===== src/hw/rtl/dosp_pkg.sv =====
// ----------------------------------------------------------------------------
// DHCP option stream parser package
// Shared types and constants for the option parser: packet layout, option
// codes, the per-byte input transaction and the result transaction.
// ----------------------------------------------------------------------------
package dosp_pkg;

  // Largest packet that is walked; bytes at or beyond it are ignored.
  localparam int unsigned MAX_PACKET_BYTES = 1024;
  // Byte position saturates at MAX_PACKET_BYTES, so it must hold that value.
  localparam int unsigned POS_W = $clog2(MAX_PACKET_BYTES + 1);

  localparam int unsigned FIXED_HEADER_BYTES = 236;
  localparam int unsigned COOKIE_BYTES       = 4;
  localparam int unsigned OFFSET_W           = 10;

  localparam logic [7:0] CODE_PAD          = 8'd0;
  localparam logic [7:0] CODE_END          = 8'd255;
  localparam logic [7:0] CODE_MESSAGE_TYPE = 8'd53;

  typedef enum logic [2:0] {
    PH_HEADER,
    PH_COOKIE,
    PH_TYPE,
    PH_LENGTH,
    PH_DATA,
    PH_DONE,
    PH_DISCARD,
    PH_OVERRUN
  } phase_e;

  typedef enum logic {
    KIND_RECORD,
    KIND_VERDICT
  } kind_e;

  typedef enum logic [2:0] {
    VERDICT_OK,
    VERDICT_TOO_SHORT,
    VERDICT_BAD_COOKIE,
    VERDICT_OVERRUN,
    VERDICT_NO_MSG_TYPE
  } verdict_e;

  typedef struct packed {
    logic [7:0] data_byte;
    logic       last_byte;
  } in_item_t;

  typedef struct packed {
    kind_e                 kind;
    logic [7:0]            option_type;
    logic [7:0]            option_length;
    logic [OFFSET_W-1:0]   data_offset;
    verdict_e              verdict;
  } out_item_t;

  // Expected magic cookie byte for each of the four cookie positions.
  function automatic logic [7:0] cookie_byte(input logic [1:0] idx);
    logic [7:0] val;
    unique case (idx)
      2'd0:    val = 8'd99;
      2'd1:    val = 8'd130;
      2'd2:    val = 8'd83;
      default: val = 8'd99;
    endcase
    return val;
  endfunction

endpackage


===== src/hw/rtl/dhcp_option_stream_parser.sv =====
// ----------------------------------------------------------------------------
// DHCP option stream parser
// Walks the options of a received DHCP packet and reports each option and
// a final verdict for the packet.
// ----------------------------------------------------------------------------
// Usage:
//   The input channel carries one packet byte per transaction, header first,
//   with last_byte set on the final byte. The parser skips the fixed header,
//   checks the magic cookie and walks the type-length-value options.
//   The output channel gives one record per option other than pad and end
//   (on the option's length byte) and one verdict transaction on the last
//   byte of each packet. Bytes that cause no result are consumed silently.
// Timing:
//   One byte is accepted per cycle while the skid entry is empty. A result is
//   registered in the output register, or in the skid entry while the output
//   is stalled; the state update for a byte is a single pass of logic between
//   the parser state registers and the result register.
// Stalls and reset:
//   An output register plus one skid entry hold results; the input is
//   stalled only while the skid entry is occupied, so one byte may still be
//   taken while a result waits. Reset (rst_ni low) clears the parser to the
//   start of a packet and empties the output stage. After a verdict the
//   parser is again at the start of a packet.
// ----------------------------------------------------------------------------
module dhcp_option_stream_parser (
  input  logic               clk_i,
  input  logic               rst_ni,
  input  logic               in_valid_i,
  output logic               in_stall_o,
  input  dosp_pkg::in_item_t in_data_i,
  output logic               out_valid_o,
  input  logic               out_stall_i,
  output dosp_pkg::out_item_t out_data_o
);
  import dosp_pkg::*;

  // Parser state.
  logic [POS_W-1:0] pos_q, pos_d;
  phase_e           phase_q, phase_d;
  logic [7:0]       skip_q, skip_d;
  logic [7:0]       type_q, type_d;
  logic             cookie_ok_q, cookie_ok_d;
  logic             seen_mt_q, seen_mt_d;

  // State after processing the current byte, before the end-of-packet clear.
  logic [POS_W-1:0] pos_s;
  phase_e           phase_s;
  logic [7:0]       skip_s;
  logic [7:0]       type_s;
  logic             cookie_ok_s;
  logic             seen_mt_s;
  logic             record_s;

  // Output stage.
  logic      out_valid_q, out_valid_d;
  out_item_t out_q, out_d;
  logic      skid_valid_q, skid_valid_d;
  out_item_t skid_q, skid_d;

  logic      in_accept;
  logic      res_valid;
  out_item_t res;
  logic      out_free;
  logic [7:0] b;
  logic [1:0] cookie_idx;

  assign b          = in_data_i.data_byte;
  assign in_stall_o = skid_valid_q;
  assign in_accept  = in_valid_i && !skid_valid_q;
  assign out_free   = !out_valid_q || !out_stall_i;
  assign cookie_idx = 2'(pos_q - POS_W'(FIXED_HEADER_BYTES));

  // Per-byte parser step.
  always_comb begin
    pos_s       = pos_q;
    phase_s     = phase_q;
    skip_s      = skip_q;
    type_s      = type_q;
    cookie_ok_s = cookie_ok_q;
    seen_mt_s   = seen_mt_q;
    record_s    = 1'b0;
    if (pos_q >= POS_W'(MAX_PACKET_BYTES)) begin
      if (phase_q == PH_TYPE || phase_q == PH_LENGTH || phase_q == PH_DATA) begin
        phase_s = PH_OVERRUN;
      end
    end else begin
      pos_s = pos_q + POS_W'(1);
      unique case (phase_q)
        PH_HEADER: begin
          if (pos_q >= POS_W'(FIXED_HEADER_BYTES - 1)) begin
            phase_s = PH_COOKIE;
          end
        end
        PH_COOKIE: begin
          cookie_ok_s = cookie_ok_q && (b == cookie_byte(cookie_idx));
          if (cookie_idx == 2'(COOKIE_BYTES - 1)) begin
            phase_s = cookie_ok_s ? PH_TYPE : PH_DISCARD;
          end
        end
        PH_TYPE: begin
          if (b == CODE_END) begin
            phase_s = PH_DONE;
          end else if (b != CODE_PAD) begin
            type_s  = b;
            phase_s = PH_LENGTH;
            if (b == CODE_MESSAGE_TYPE) begin
              seen_mt_s = 1'b1;
            end
          end
        end
        PH_LENGTH: begin
          record_s = 1'b1;
          skip_s   = b;
          phase_s  = (b == 8'd0) ? PH_TYPE : PH_DATA;
        end
        PH_DATA: begin
          skip_s = skip_q - 8'd1;
          if (skip_s == 8'd0) begin
            phase_s = PH_TYPE;
          end
        end
        default: begin
        end
      endcase
    end
  end

  // Next state: the last byte of a packet returns everything to the start.
  always_comb begin
    pos_d       = pos_q;
    phase_d     = phase_q;
    skip_d      = skip_q;
    type_d      = type_q;
    cookie_ok_d = cookie_ok_q;
    seen_mt_d   = seen_mt_q;
    if (in_accept) begin
      if (in_data_i.last_byte) begin
        pos_d       = '0;
        phase_d     = PH_HEADER;
        skip_d      = '0;
        type_d      = '0;
        cookie_ok_d = 1'b1;
        seen_mt_d   = 1'b0;
      end else begin
        pos_d       = pos_s;
        phase_d     = phase_s;
        skip_d      = skip_s;
        type_d      = type_s;
        cookie_ok_d = cookie_ok_s;
        seen_mt_d   = seen_mt_s;
      end
    end
  end

  // Result for the current byte: a verdict takes the place of any record.
  always_comb begin
    res           = '0;
    res.kind      = KIND_RECORD;
    res.verdict   = VERDICT_OK;
    res_valid     = 1'b0;
    if (in_accept) begin
      if (in_data_i.last_byte) begin
        res_valid = 1'b1;
        res.kind  = KIND_VERDICT;
        priority if (phase_s == PH_HEADER || phase_s == PH_COOKIE) begin
          res.verdict = VERDICT_TOO_SHORT;
        end else if (phase_s == PH_DISCARD || !cookie_ok_s) begin
          res.verdict = VERDICT_BAD_COOKIE;
        end else if (phase_s != PH_DONE) begin
          res.verdict = VERDICT_OVERRUN;
        end else if (!seen_mt_s) begin
          res.verdict = VERDICT_NO_MSG_TYPE;
        end else begin
          res.verdict = VERDICT_OK;
        end
      end else if (record_s) begin
        res_valid         = 1'b1;
        res.option_type   = type_q;
        res.option_length = b;
        res.data_offset   = OFFSET_W'(pos_q + POS_W'(1));
      end
    end
  end

  // Output register with one skid entry; the skid entry always holds the
  // result that follows the one in the output register.
  always_comb begin
    out_valid_d  = out_valid_q;
    out_d        = out_q;
    skid_valid_d = skid_valid_q;
    skid_d       = skid_q;
    if (skid_valid_q) begin
      if (out_free) begin
        out_valid_d  = 1'b1;
        out_d        = skid_q;
        skid_valid_d = 1'b0;
      end
    end else if (out_free) begin
      out_valid_d = res_valid;
      out_d       = res;
    end else if (res_valid) begin
      skid_valid_d = 1'b1;
      skid_d       = res;
    end
  end

  always_ff @(posedge clk_i or negedge rst_ni) begin
    if (!rst_ni) begin
      pos_q        <= '0;
      phase_q      <= PH_HEADER;
      skip_q       <= '0;
      type_q       <= '0;
      cookie_ok_q  <= 1'b1;
      seen_mt_q    <= 1'b0;
      out_valid_q  <= 1'b0;
      skid_valid_q <= 1'b0;
    end else begin
      pos_q        <= pos_d;
      phase_q      <= phase_d;
      skip_q       <= skip_d;
      type_q       <= type_d;
      cookie_ok_q  <= cookie_ok_d;
      seen_mt_q    <= seen_mt_d;
      out_valid_q  <= out_valid_d;
      skid_valid_q <= skid_valid_d;
    end
  end

  always_ff @(posedge clk_i) begin
    out_q  <= out_d;
    skid_q <= skid_d;
  end

  assign out_valid_o = out_valid_q;
  assign out_data_o  = out_q;

endmodule

===== config.mk =====
export PLATFORM = sky130hd
export DESIGN_NAME = dhcp_option_stream_parser
export DESIGN_NICKNAME = d
export VERILOG_FILES = /design/src/hw/rtl/dosp_pkg.sv /design/src/hw/rtl/dhcp_option_stream_parser.sv
export SDC_FILE = /design/constraint.sdc
export NUM_CORES = 1
export LEC_CHECK = 0
export ABC_CLOCK_PERIOD_IN_PS = 5300
export BUFFER_PORTS_ARGS = -buffer_cell sky130_fd_sc_hd__buf_4
export CAP_MARGIN = 20
export CELL_PAD_IN_SITES_DETAIL_PLACEMENT = 0
export CELL_PAD_IN_SITES_GLOBAL_PLACEMENT = 1
export CORE_ASPECT_RATIO = 0.9
export CORE_MARGIN = 8
export CORE_UTILIZATION = 47
export DETAILED_ROUTE_END_ITERATION = 8
export PLACE_DENSITY = 0.87
export SLEW_MARGIN = 40
export SYNTH_ARGS = -nofsm -noshare
export SYNTH_HDL_FRONTEND = slang
export SYNTH_SLANG_ARGS = --single-unit

===== constraint.sdc =====
create_clock -name clk_i -period 5.3 [get_ports clk_i]
set_clock_uncertainty 0.05 [all_clocks]
set_input_delay 0.53 -clock clk_i [delete_from_list [all_inputs] [get_ports clk_i]]
set_output_delay 0.53 -clock clk_i [all_outputs]
set_load 0.005 [all_outputs]

==> out/metrics.yaml, run 1 <==
timing:
  rsz0062_at_grt: "false"
  hold_viol_final: 0
  relSlewSlack: 0.3960
  tightest_slew_ns: 0.9042
  fmax_ghz: 0.3704
  setup_viol: 0
  period_share: 0.5095
  setup_tns_ns: 0
  fin_crit_ns: 2.700
  maxSlewViolCount: 0
global_routing:
  grt_antenna_before_repair: 0
  grt_max_degree: 35
  overflow: 0
  grt_usage: 0.1582
  grt_pass1_vias: 3080
  grt_first_pass_wirelength_um: 16310
worst_setup_path:
  timing.rr.start: "pos_q[0]$_DFFE_PN0P_"
  ff2ff_path_depth: 8
  crit_start: "pos_q[0]$_DFFE_PN0P_"
  cp_max_fo: 8
  cp.arrival_ns: 2.77
  cp.required_ns: 5.37
  crit_end: "out_data_o[1]$_DFFE_PN_"
  r2r_setup_slack_ns: 2.60
  end_kind: "register"
  worstReg2RegEnd: "out_data_o[1]$_DFFE_PN_"
  startpoint_type: "register"
  critPathKind: "register to register"
logic_synthesis:
  synth-seq-cells: 94
  synth_area_leaders: "edfxtp_1, dfrtp_1, a21o_1"
  yosys.area_share.adder: 0.01684
  synth_xor_area_frac: 0.02357
  synthSimpleGateAreaFrac: 0.1538
  async_flop_share: 0.3617
  synth_seq_area_share: 0.5951
  synthCells: 390
  syn-num-nets: 409
  synth_mux_area_frac: 0.007015
  yosys_warnings: 0
  yosysTopAreaCell: "edfxtp_1"
  synth_compound_area_frac: 0.1779
  synthTopCellsByCount: "edfxtp_1, dfrtp_1, nor2_1"
  synth.avg_cell_area_um2: 11.43
  synth_top_family_by_area: "compound AO/OA/AOI/OAI gates"
  synth_flop_cell: "edfxtp_1"
  synth_edf_count: 60
  synth_most_common_cell: "edfxtp_1"
  synth.distinct_cells: 53
  netlist_area_um2: 4459
  synth_top_area_share: 0.4040
route:
  routedWlPerCell_um: 17.78
  drtIter0Drc: 260
  via_per_inst: 5.819
  ant_nets: 0
  drt-total-wl_um: 9904
  drcViolationCount: 0
  dr.pass1.iters: 4
  num_vias: 3241
clock_network:
  htree_levels: 3
  clockRootBuffer: "clkbuf_8"
  cts_buffer_depth: 2
  cts-buffers-inserted: 9
  cts_num_sinks: 94
  ctsHoldBuffers: 0
  clkTransAtPathRegs_ns: 0.09
  ctsResizeCount: 0
  cts_tree: "built"
  cts_post_setup_buffers_inserted: 0
  clock_latency_ns: 0.37
floorplan:
  die_h_um: 108.4
  io_pins: 45
  num_rows: 33
  core_area_um2: 9166
  die_w_um: 118.7
  start_util: 0.4865
  die_area_um2: 12870
layout:
  diodes: 0
  syn2layout_area_growth_pct: 14.51
  layout.nets: 449
  drive_gt1_frac: 0.1747
  finalInstanceArea_um2: 5106
hold_path:
  worstHoldPathType: "input port to async pin"
power_and_ir_drop:
  power.density_nw_per_um2: 291.4
  leakage_nw: 2.308
  vdd_drop_max_v: 0.0001152
status:
  outcome: "finished, final reports clean"
place:
  place_area_um2: 4903
  dp_hpwl_um: 6783
  io_buffers: 44
  gp_congestion: 0.8811
run:
  maxCapViolations: 0
==> where the power goes <==
group	internal (W)	switching [W]	leakage (nW)
logic	0.0000726	0.0000987	1.14
clock network	0.000221	0.000257	0.0895
registers	0.000820	0.0000185	1.08
total	0.00111	0.000375	2.31
==> sequential cells by signal (all words and copies together), names as in the netlist, 3 cells and up <==
name	count
skip_q	8
type_q	8
pos_q	11
skid_q	30
phase_q	3
out_data_o	30
==> kinds of logic after synthesis <==
logic type,Yosys count
AOI/OAI and AO/OA,114
buffers and inverters,29
and+or+nand+nor,132
adders and majority gates,6
DFF,94
muxes,3
xor gates and xnor gates,12
==> layer usage <==
| metal | part of all wire | GRT usage | up-vias |
|---|---|---|---|
| li1 | - | - | 1530 |
| met1 | 0.47 | 0.2132 | 1583 |
| met2 | 0.45 | 0.2422 | 110 |
| met3 | 0.058 | 0.03385 | 18 |
| met4 | 0.019 | 0.07214 | 0 |
| met5 | 0 | 0 | - |
==> final cells by class <==
cell class                      count  area (um2)
Clock buffer                       10       127.6
Clock inverter                      6       70.07
Fill cell                         789        4060
Inverter                            9       33.78
Multi-Input combinational cell    267        1700
Sequential cell                    94        2654
Tap cell                          122       152.6
Timing Repair Buffer               49       367.9
==> layout by cell type (no fill, tap or decap), drive strengths merged, types with 10 or more instances in the layout <==
cell / instances
a21o: 29
a21oi: 18
a22o: 10
and3: 19
buf: 49
clkbuf: 10
dfrtp: 33
edfxtp: 60
inv: 11
nand2: 28
nor2: 33
nor3: 14
o21ai: 27
==> critical path, cell delays in order (launching register included) <==
cell and delay, ns:
dfrtp_1 0.48, ha_1 0.36, a211o_1 0.14, a211oi_1 0.06, or4b_1 0.50, a31oi_1 0.33
and2b_1 0.22, nor3b_1 0.06, a221o_1 0.27
==> through the flow <==
step	total power, W	worst slack, ns	utilization	hold WS (ns)	std cells
2_1_floorplan	0.0009406	1.202	-	0.1844	390
3_3_place_gp	0.001023	2.686	0.5349	0.4300	541
3_5_place_dp	0.001027	2.617	0.5349	0.4363	541
4_1_cts	0.001500	2.597	0.5565	0.05809	557
5_1_grt	0.001549	2.437	0.5571	0.08247	557
6_report	0.001488	2.600	0.5571	0.05666	557
==> worst min path at each step <==
stage / startpoint / to / cells after the start
6_report: rst_ni / out_valid_o$_DFFE_PN0N_ / 1
5_1_grt: rst_ni / pos_q[8]$_DFFE_PN0P_ / 1
4_1_cts: rst_ni / out_valid_o$_DFFE_PN0N_ / 1
3_5_place_dp: type_q[5]$_DFFE_PN0P_ / type_q[5]$_DFFE_PN0P_ / 1
3_3_place_gp: seen_mt_q$_DFFE_PN0P_ / seen_mt_q$_DFFE_PN0P_ / 2
2_1_floorplan: rst_ni / in_stall_o$_DFF_PN0_ / 0
(Power assumes the default switching activity.)
==> inputs of run 2 (changes only) <==
--- a/config.mk
+++ b/config.mk
@@ -5,7 +5,7 @@
 export SDC_FILE = /design/constraint.sdc
 export NUM_CORES = 1
 export LEC_CHECK = 0
-export ABC_CLOCK_PERIOD_IN_PS = 5300
+export ABC_CLOCK_PERIOD_IN_PS = 2600
 export BUFFER_PORTS_ARGS = -buffer_cell sky130_fd_sc_hd__buf_4
 export CAP_MARGIN = 20
 export CELL_PAD_IN_SITES_DETAIL_PLACEMENT = 0
==> constraint.sdc (replaced) <==
create_clock -name clk_i -period 2.6 [get_ports clk_i]
set_clock_uncertainty 0.05 [all_clocks]
set_input_delay 0.26 -clock clk_i [delete_from_list [all_inputs] [get_ports clk_i]]
set_output_delay 0.26 -clock clk_i [all_outputs]
set_load 0.005 [all_outputs]
==> out/metrics.yaml, run 2 (synthesized netlist as in run 1, its figures left out) <==
timing:
  maxSlewViolCount: 0
  setup_tns_ns: 0
  fin_crit_ns: 2.424
  fmax_ghz: 0.4125
  relSlewSlack: 0.4966
  fin_hold_ws_ns: 0.1133
  setup_viol: 0
  tightest_slew_ns: 0.7472
  hold_viol_final: 0
  period_share: 0.9325
clock_network:
  cts_buffer_depth: 2
  clock_latency_ns: 0.36
  htree_levels: 3
  cts-buffers-inserted: 9
  cts_tree: "built"
  clockRootBuffer: "clkbuf_8"
  clkTransAtPathRegs_ns: 0.10
  cts_num_sinks: 94
power_and_ir_drop:
  vdd_drop_max_v: 0.0003125
  comb_power_share: 0.111
  power.density_nw_per_um2: 632.1
  power_frac_seq: 0.508
  clock_power_share: 0.381
  switchingPower_w: 0.0007785
  swShare: 0.2315
  finalPower_w: 0.003363
  p_int_w: 0.002585
  leakage_nw: 2.435
floorplan:
  die_area_um2: 12870
  die_h_um: 108.4
  start_util: 0.4865
  core_area_um2: 9166
  num_rows: 33
  die_w_um: 118.7
  io_pins: 45
worst_setup_path:
  r2r_setup_slack_ns: 0.18
  cp_cell_sequence: "inv_1, ha_1, xor2_1, nand2_1, or3_1, nand4_1, a32oi_2, nor3b_1, a221o_1"
  ff2ff_path_depth: 9
  crit_path_top_delay_cell: "dfrtp_2"
  cp.required_ns: 2.65
  timing.rr.start: "pos_q[1]$_DFFE_PN0P_"
  end_kind: "register"
  critPathKind: "register to register"
  startpoint_type: "register"
  worstReg2RegEnd: "out_data_o[1]$_DFFE_PN_"
  cp.arrival_ns: 2.48
  max_stage_delay_ns: 0.41
  cp_max_fo: 5
place:
  place_inst: 553
  place_area_um2: 5012
  dp_hpwl_um: 6920
  gp_congestion: 0.8481
  io_buffers: 44
global_routing:
  grt_max_degree: 35
  grt_antenna_before_repair: 0
  grt_pass1_vias: 3234
  grt_first_pass_wirelength_um: 16860
  overflow: 0
  grt_usage: 0.1620
route:
  drcViolationCount: 0
  num_vias: 3291
  dr.pass1.iters: 5
  drt-total-wl_um: 10250
  ant_nets: 0
  drtIter0Drc: 231
  via_per_inst: 5.743
  routedWlPerCell_um: 17.89
layout:
  diodes: 0
  finalInstanceArea_um2: 5321
  final_cell_mix: "buf_4, edfxtp_1, nor2_1"
  layout.nets: 465
  mostFrequentLayoutCell: "buf_4"
  syn2layout_area_growth_pct: 19.33
  layoutNonFillerInstCount: 573
  drive_gt1_frac: 0.2040
hold_path:
  worstHoldPathType: "input port to register"
  hold_end: "out_valid_o$_DFFE_PN0N_"
  holdPathStages: 3
  min_from: "in_valid_i"
status:
  outcome: "finished, final reports clean"
run:
  maxCapViolations: 0
-- run 2: worst max-delay path, delay by kind of cell (launching register included) --
family	cells	cell delay (ns)
AOI/OAI and AO/OA	2	0.42
xor gates and xnor gates	1	0.16
adders and majority gates	1	0.32
buffers and inverters	1	0.08
DFF	1	0.41
and+or+nand+nor	4	0.73
-- run 2: final cells by class --
type / instances / area, um2
clock buffers: 10 / 127.6
well taps: 122 / 152.6
repair buffers: 65 / 503.0
flip-flops and latches: 94 / 2655
fillers: 774 / 3845
clock inverters: 6 / 140.1
inverters: 9 / 33.78
multi-input cells: 267 / 1709
-- run 2: how the worst max path moves through the flow --
stage                                       start  cells past startpoint                       to
after floorplan           out_valid_o$_DFFE_PN0N_                      2      skid_q[0]$_DFFE_PP_
after global placement       pos_q[1]$_DFFE_PN0P_                      9  out_data_o[1]$_DFFE_PN_
after detailed placement     pos_q[1]$_DFFE_PN0P_                      9  out_data_o[1]$_DFFE_PN_
after CTS                    pos_q[1]$_DFFE_PN0P_                      9  out_data_o[1]$_DFFE_PN_
after global routing         pos_q[0]$_DFFE_PN0P_                      9  out_data_o[1]$_DFFE_PN_
final                        pos_q[1]$_DFFE_PN0P_                      9  out_data_o[1]$_DFFE_PN_
-- run 2: power groups by stage --
stage / Sequential (W) / Clock (W) / Combinational, W
after floorplan: 0.00174 / 0 / 0.000175
after global placement: 0.00174 / 0 / 0.000358
after detailed placement: 0.00174 / 0 / 0.000365
after CTS: 0.00171 / 0.00129 / 0.000367
after global routing: 0.00172 / 0.00135 / 0.000415
final: 0.00171 / 0.00128 / 0.000374
-- run 2: layer usage --
layer	track usage	vias to the layer above	routed length (um)
met3	0.03594	8	680
met4	0.05140	0	123
met2	0.2555	115	4835
li1	-	1565	-
met5	0	-	0
met1	0.2193	1603	4612
-- run 2: metrics by stage --
| stage | util | setup WS (ns) |
|---|---|---|
| final | 0.5805 | 0.1756 |
| after floorplan | - | 0.1423 |
| after CTS | 0.5771 | 0.05994 |
| after global placement | 0.5468 | 0.1708 |
| after detailed placement | 0.5468 | 0.09983 |
| after global routing | 0.5805 | -0.002728 |
-- run 2: repair_timing --
action	CTS	global route
gates resized for setup	0	2
buffers inserted	0	3
hold buffers	1	0
endpoints found under the setup margin	0	3
hold endpoints to repair	33	0
==> inputs of run 3 (changes only) <==
--- a/config.mk
+++ b/config.mk
@@ -13,9 +13,10 @@
 export CORE_ASPECT_RATIO = 0.9
 export CORE_MARGIN = 8
 export CORE_UTILIZATION = 47
+export CTS_BUF_LIST = sky130_fd_sc_hd__clkbuf_16
 export DETAILED_ROUTE_END_ITERATION = 8
 export PLACE_DENSITY = 0.87
-export SLEW_MARGIN = 40
+export SLEW_MARGIN = 30
 export SYNTH_ARGS = -nofsm -noshare
 export SYNTH_HDL_FRONTEND = slang
 export SYNTH_SLANG_ARGS = --single-unit
==> constraint.sdc (replaced) <==
create_clock -name clk_i -period 2.6 [get_ports clk_i]
set_clock_uncertainty 0.05 [all_clocks]
set_input_delay 0.52 -clock clk_i [delete_from_list [all_inputs] [get_ports clk_i]]
set_output_delay 0.52 -clock clk_i [all_outputs]
set_load 0.005 [all_outputs]
==> out/metrics.yaml, run 3 (synthesized netlist as in run 1, its figures left out) <==
layout:
  diodes: 0
  drive_gt1_frac: 0.2146
  finalInstanceArea_um2: 5388
  final_cell_mix: "buf_4, edfxtp_1, nor2_1"
  mostFrequentLayoutCell: "buf_4"
  layout.nets: 466
  syn2layout_area_growth_pct: 20.82
route:
  routedWlPerCell_um: 18.10
  num_vias: 3342
  dr.pass1.iters: 6
  drcViolationCount: 0
  drtIter0Drc: 341
  via_per_inst: 5.822
  ant_nets: 0
  drt-total-wl_um: 10390
timing:
  hold_viol_final: 0
  period_share: 0.9518
  setup_tns_ns: 0
  maxSlewViolCount: 0
  fmax_ghz: 0.4041
  tightest_slew_ns: 0.7556
  setup_viol: 0
  relSlewSlack: 0.4910
  fin_crit_ns: 2.475
global_routing:
  grt_max_degree: 35
  grt_first_pass_wirelength_um: 17180
  grt_antenna_before_repair: 0
  grt_usage: 0.1654
  overflow: 0
  grt_pass1_vias: 3250
place:
  dp_hpwl_um: 7207
  io_buffers: 44
  gp_congestion: 0.9032
  place_area_um2: 5022
worst_setup_path:
  end_kind: "register"
  cp_max_fo: 6
  critPathKind: "register to register"
  startpoint_type: "register"
  cp.required_ns: 2.64
  cp.arrival_ns: 2.51
clock_network:
  cts_num_sinks: 94
  clkTransAtPathRegs_ns: 0.07
  htree_levels: 3
  cts_tree: "built"
  clockRootBuffer: "clkbuf_16"
  clock_latency_ns: 0.34
  cts_buffer_depth: 2
  cts-buffers-inserted: 9
floorplan:
  core_area_um2: 9166
  die_h_um: 108.4
  io_pins: 45
  die_area_um2: 12870
  start_util: 0.4865
  die_w_um: 118.7
  num_rows: 33
power_and_ir_drop:
  vdd_drop_max_v: 0.0002939
  comb_power_share: 0.108
  clock_power_share: 0.403
  leakage_nw: 2.463
  p_int_w: 0.002687
  power.density_nw_per_um2: 648.9
  swShare: 0.2314
  power_frac_seq: 0.489
  switchingPower_w: 0.0008089
status:
  outcome: "finished, final reports clean"
hold_path:
  worstHoldPathType: "input port to async pin"
run:
  maxCapViolations: 0
==> run 3: changes by cell type in the layout (fill, tap and decap cells not counted), sizes merged <==
cell	change
dlygate4sd3	-1
clkinvlp	+1
buf	+2
bufinv	-2
clkbuf	-1
inv	+1
clkinv	+1
==> run 3: metal layers <==
| layer | GRT usage | wire [um] | up-vias |
|---|---|---|---|
| met5 | 0 | 0 | - |
| met4 | 0.06041 | 124 | 0 |
| met3 | 0.03698 | 664 | 11 |
| met2 | 0.2563 | 4698 | 111 |
| met1 | 0.2247 | 4903 | 1650 |
| li1 | - | - | 1570 |
==> run 3: timing repair <==
action | CTS | global route
buffers inserted | 0 | 2
setup endpoints to repair | 0 | 4
gates resized for setup | 0 | 5
hold buffers | 0 | 0
==> run 3: final timing paths <==
path | endpoint | cells after the start | start | slack (ns)
worst max-delay path | out_data_o[1]$_DFFE_PN_ | 8 | pos_q[1]$_DFFE_PN0P_ | 0.13
worst min-delay path | pos_q[7]$_DFFE_PN0P_ | 1 | rst_ni | 0.09
worst max register to register | out_data_o[1]$_DFFE_PN_ | 8 | pos_q[1]$_DFFE_PN0P_ | 0.13
worst min register to register | type_q[4]$_DFFE_PN0P_ | 1 | type_q[4]$_DFFE_PN0P_ | 0.46
max in group asynchronous | cookie_ok_q$_DFFE_PN1P_ | 1 | rst_ni | 2.06
min in group clk_i | out_valid_o$_DFFE_PN0N_ | 3 | in_valid_i | 0.39
==> run 3: layout make-up <==
cell class,count,area (um2)
clock inverters,7,97.59
well taps,122,152.6
flip-flops and latches,94,2655
repair buffers,66,495.5
multi-input cells,267,1728
clock buffers,9,225.2
inverters,9,33.78
fillers,745,3779
==> run 3: worst max-delay path, stage by stage (launching register included) <==
cell	delay (ns)
dfrtp_2	0.41
ha_1	0.19
a211o_1	0.11
a211oi_1	0.06
or4b_1	0.54
a31oi_2	0.31
and2b_1	0.21
nor3b_1	0.06
a221o_1	0.28
==> run 3: power groups by stage <==
stage	Combinational [W]	Clock [W]	Sequential, W
floorplan	0.000175	0	0.00174
global placement	0.000360	0	0.00174
detailed placement	0.000368	0	0.00174
CTS	0.000368	0.00143	0.00171
global route	0.000419	0.00149	0.00172
finish	0.000377	0.00141	0.00171
==> run 3: stage by stage <==
| stage | hold WS, ns | util | instances | total power [W] | setup WS, ns |
|---|---|---|---|---|---|
| 2_1_floorplan | 0.1744 | - | 390 | 0.001919 | 0.0002531 |
| 3_3_place_gp | 0.4293 | 0.5479 | 556 | 0.002097 | 0.1605 |
| 3_5_place_dp | 0.4404 | 0.5479 | 556 | 0.002108 | 0.01691 |
| 4_1_cts | 0.09652 | 0.5831 | 572 | 0.003512 | 0.007301 |
| 5_1_grt | 0.1119 | 0.5878 | 574 | 0.003627 | -0.002354 |
| 6_report | 0.08579 | 0.5878 | 574 | 0.003496 | 0.1254 |
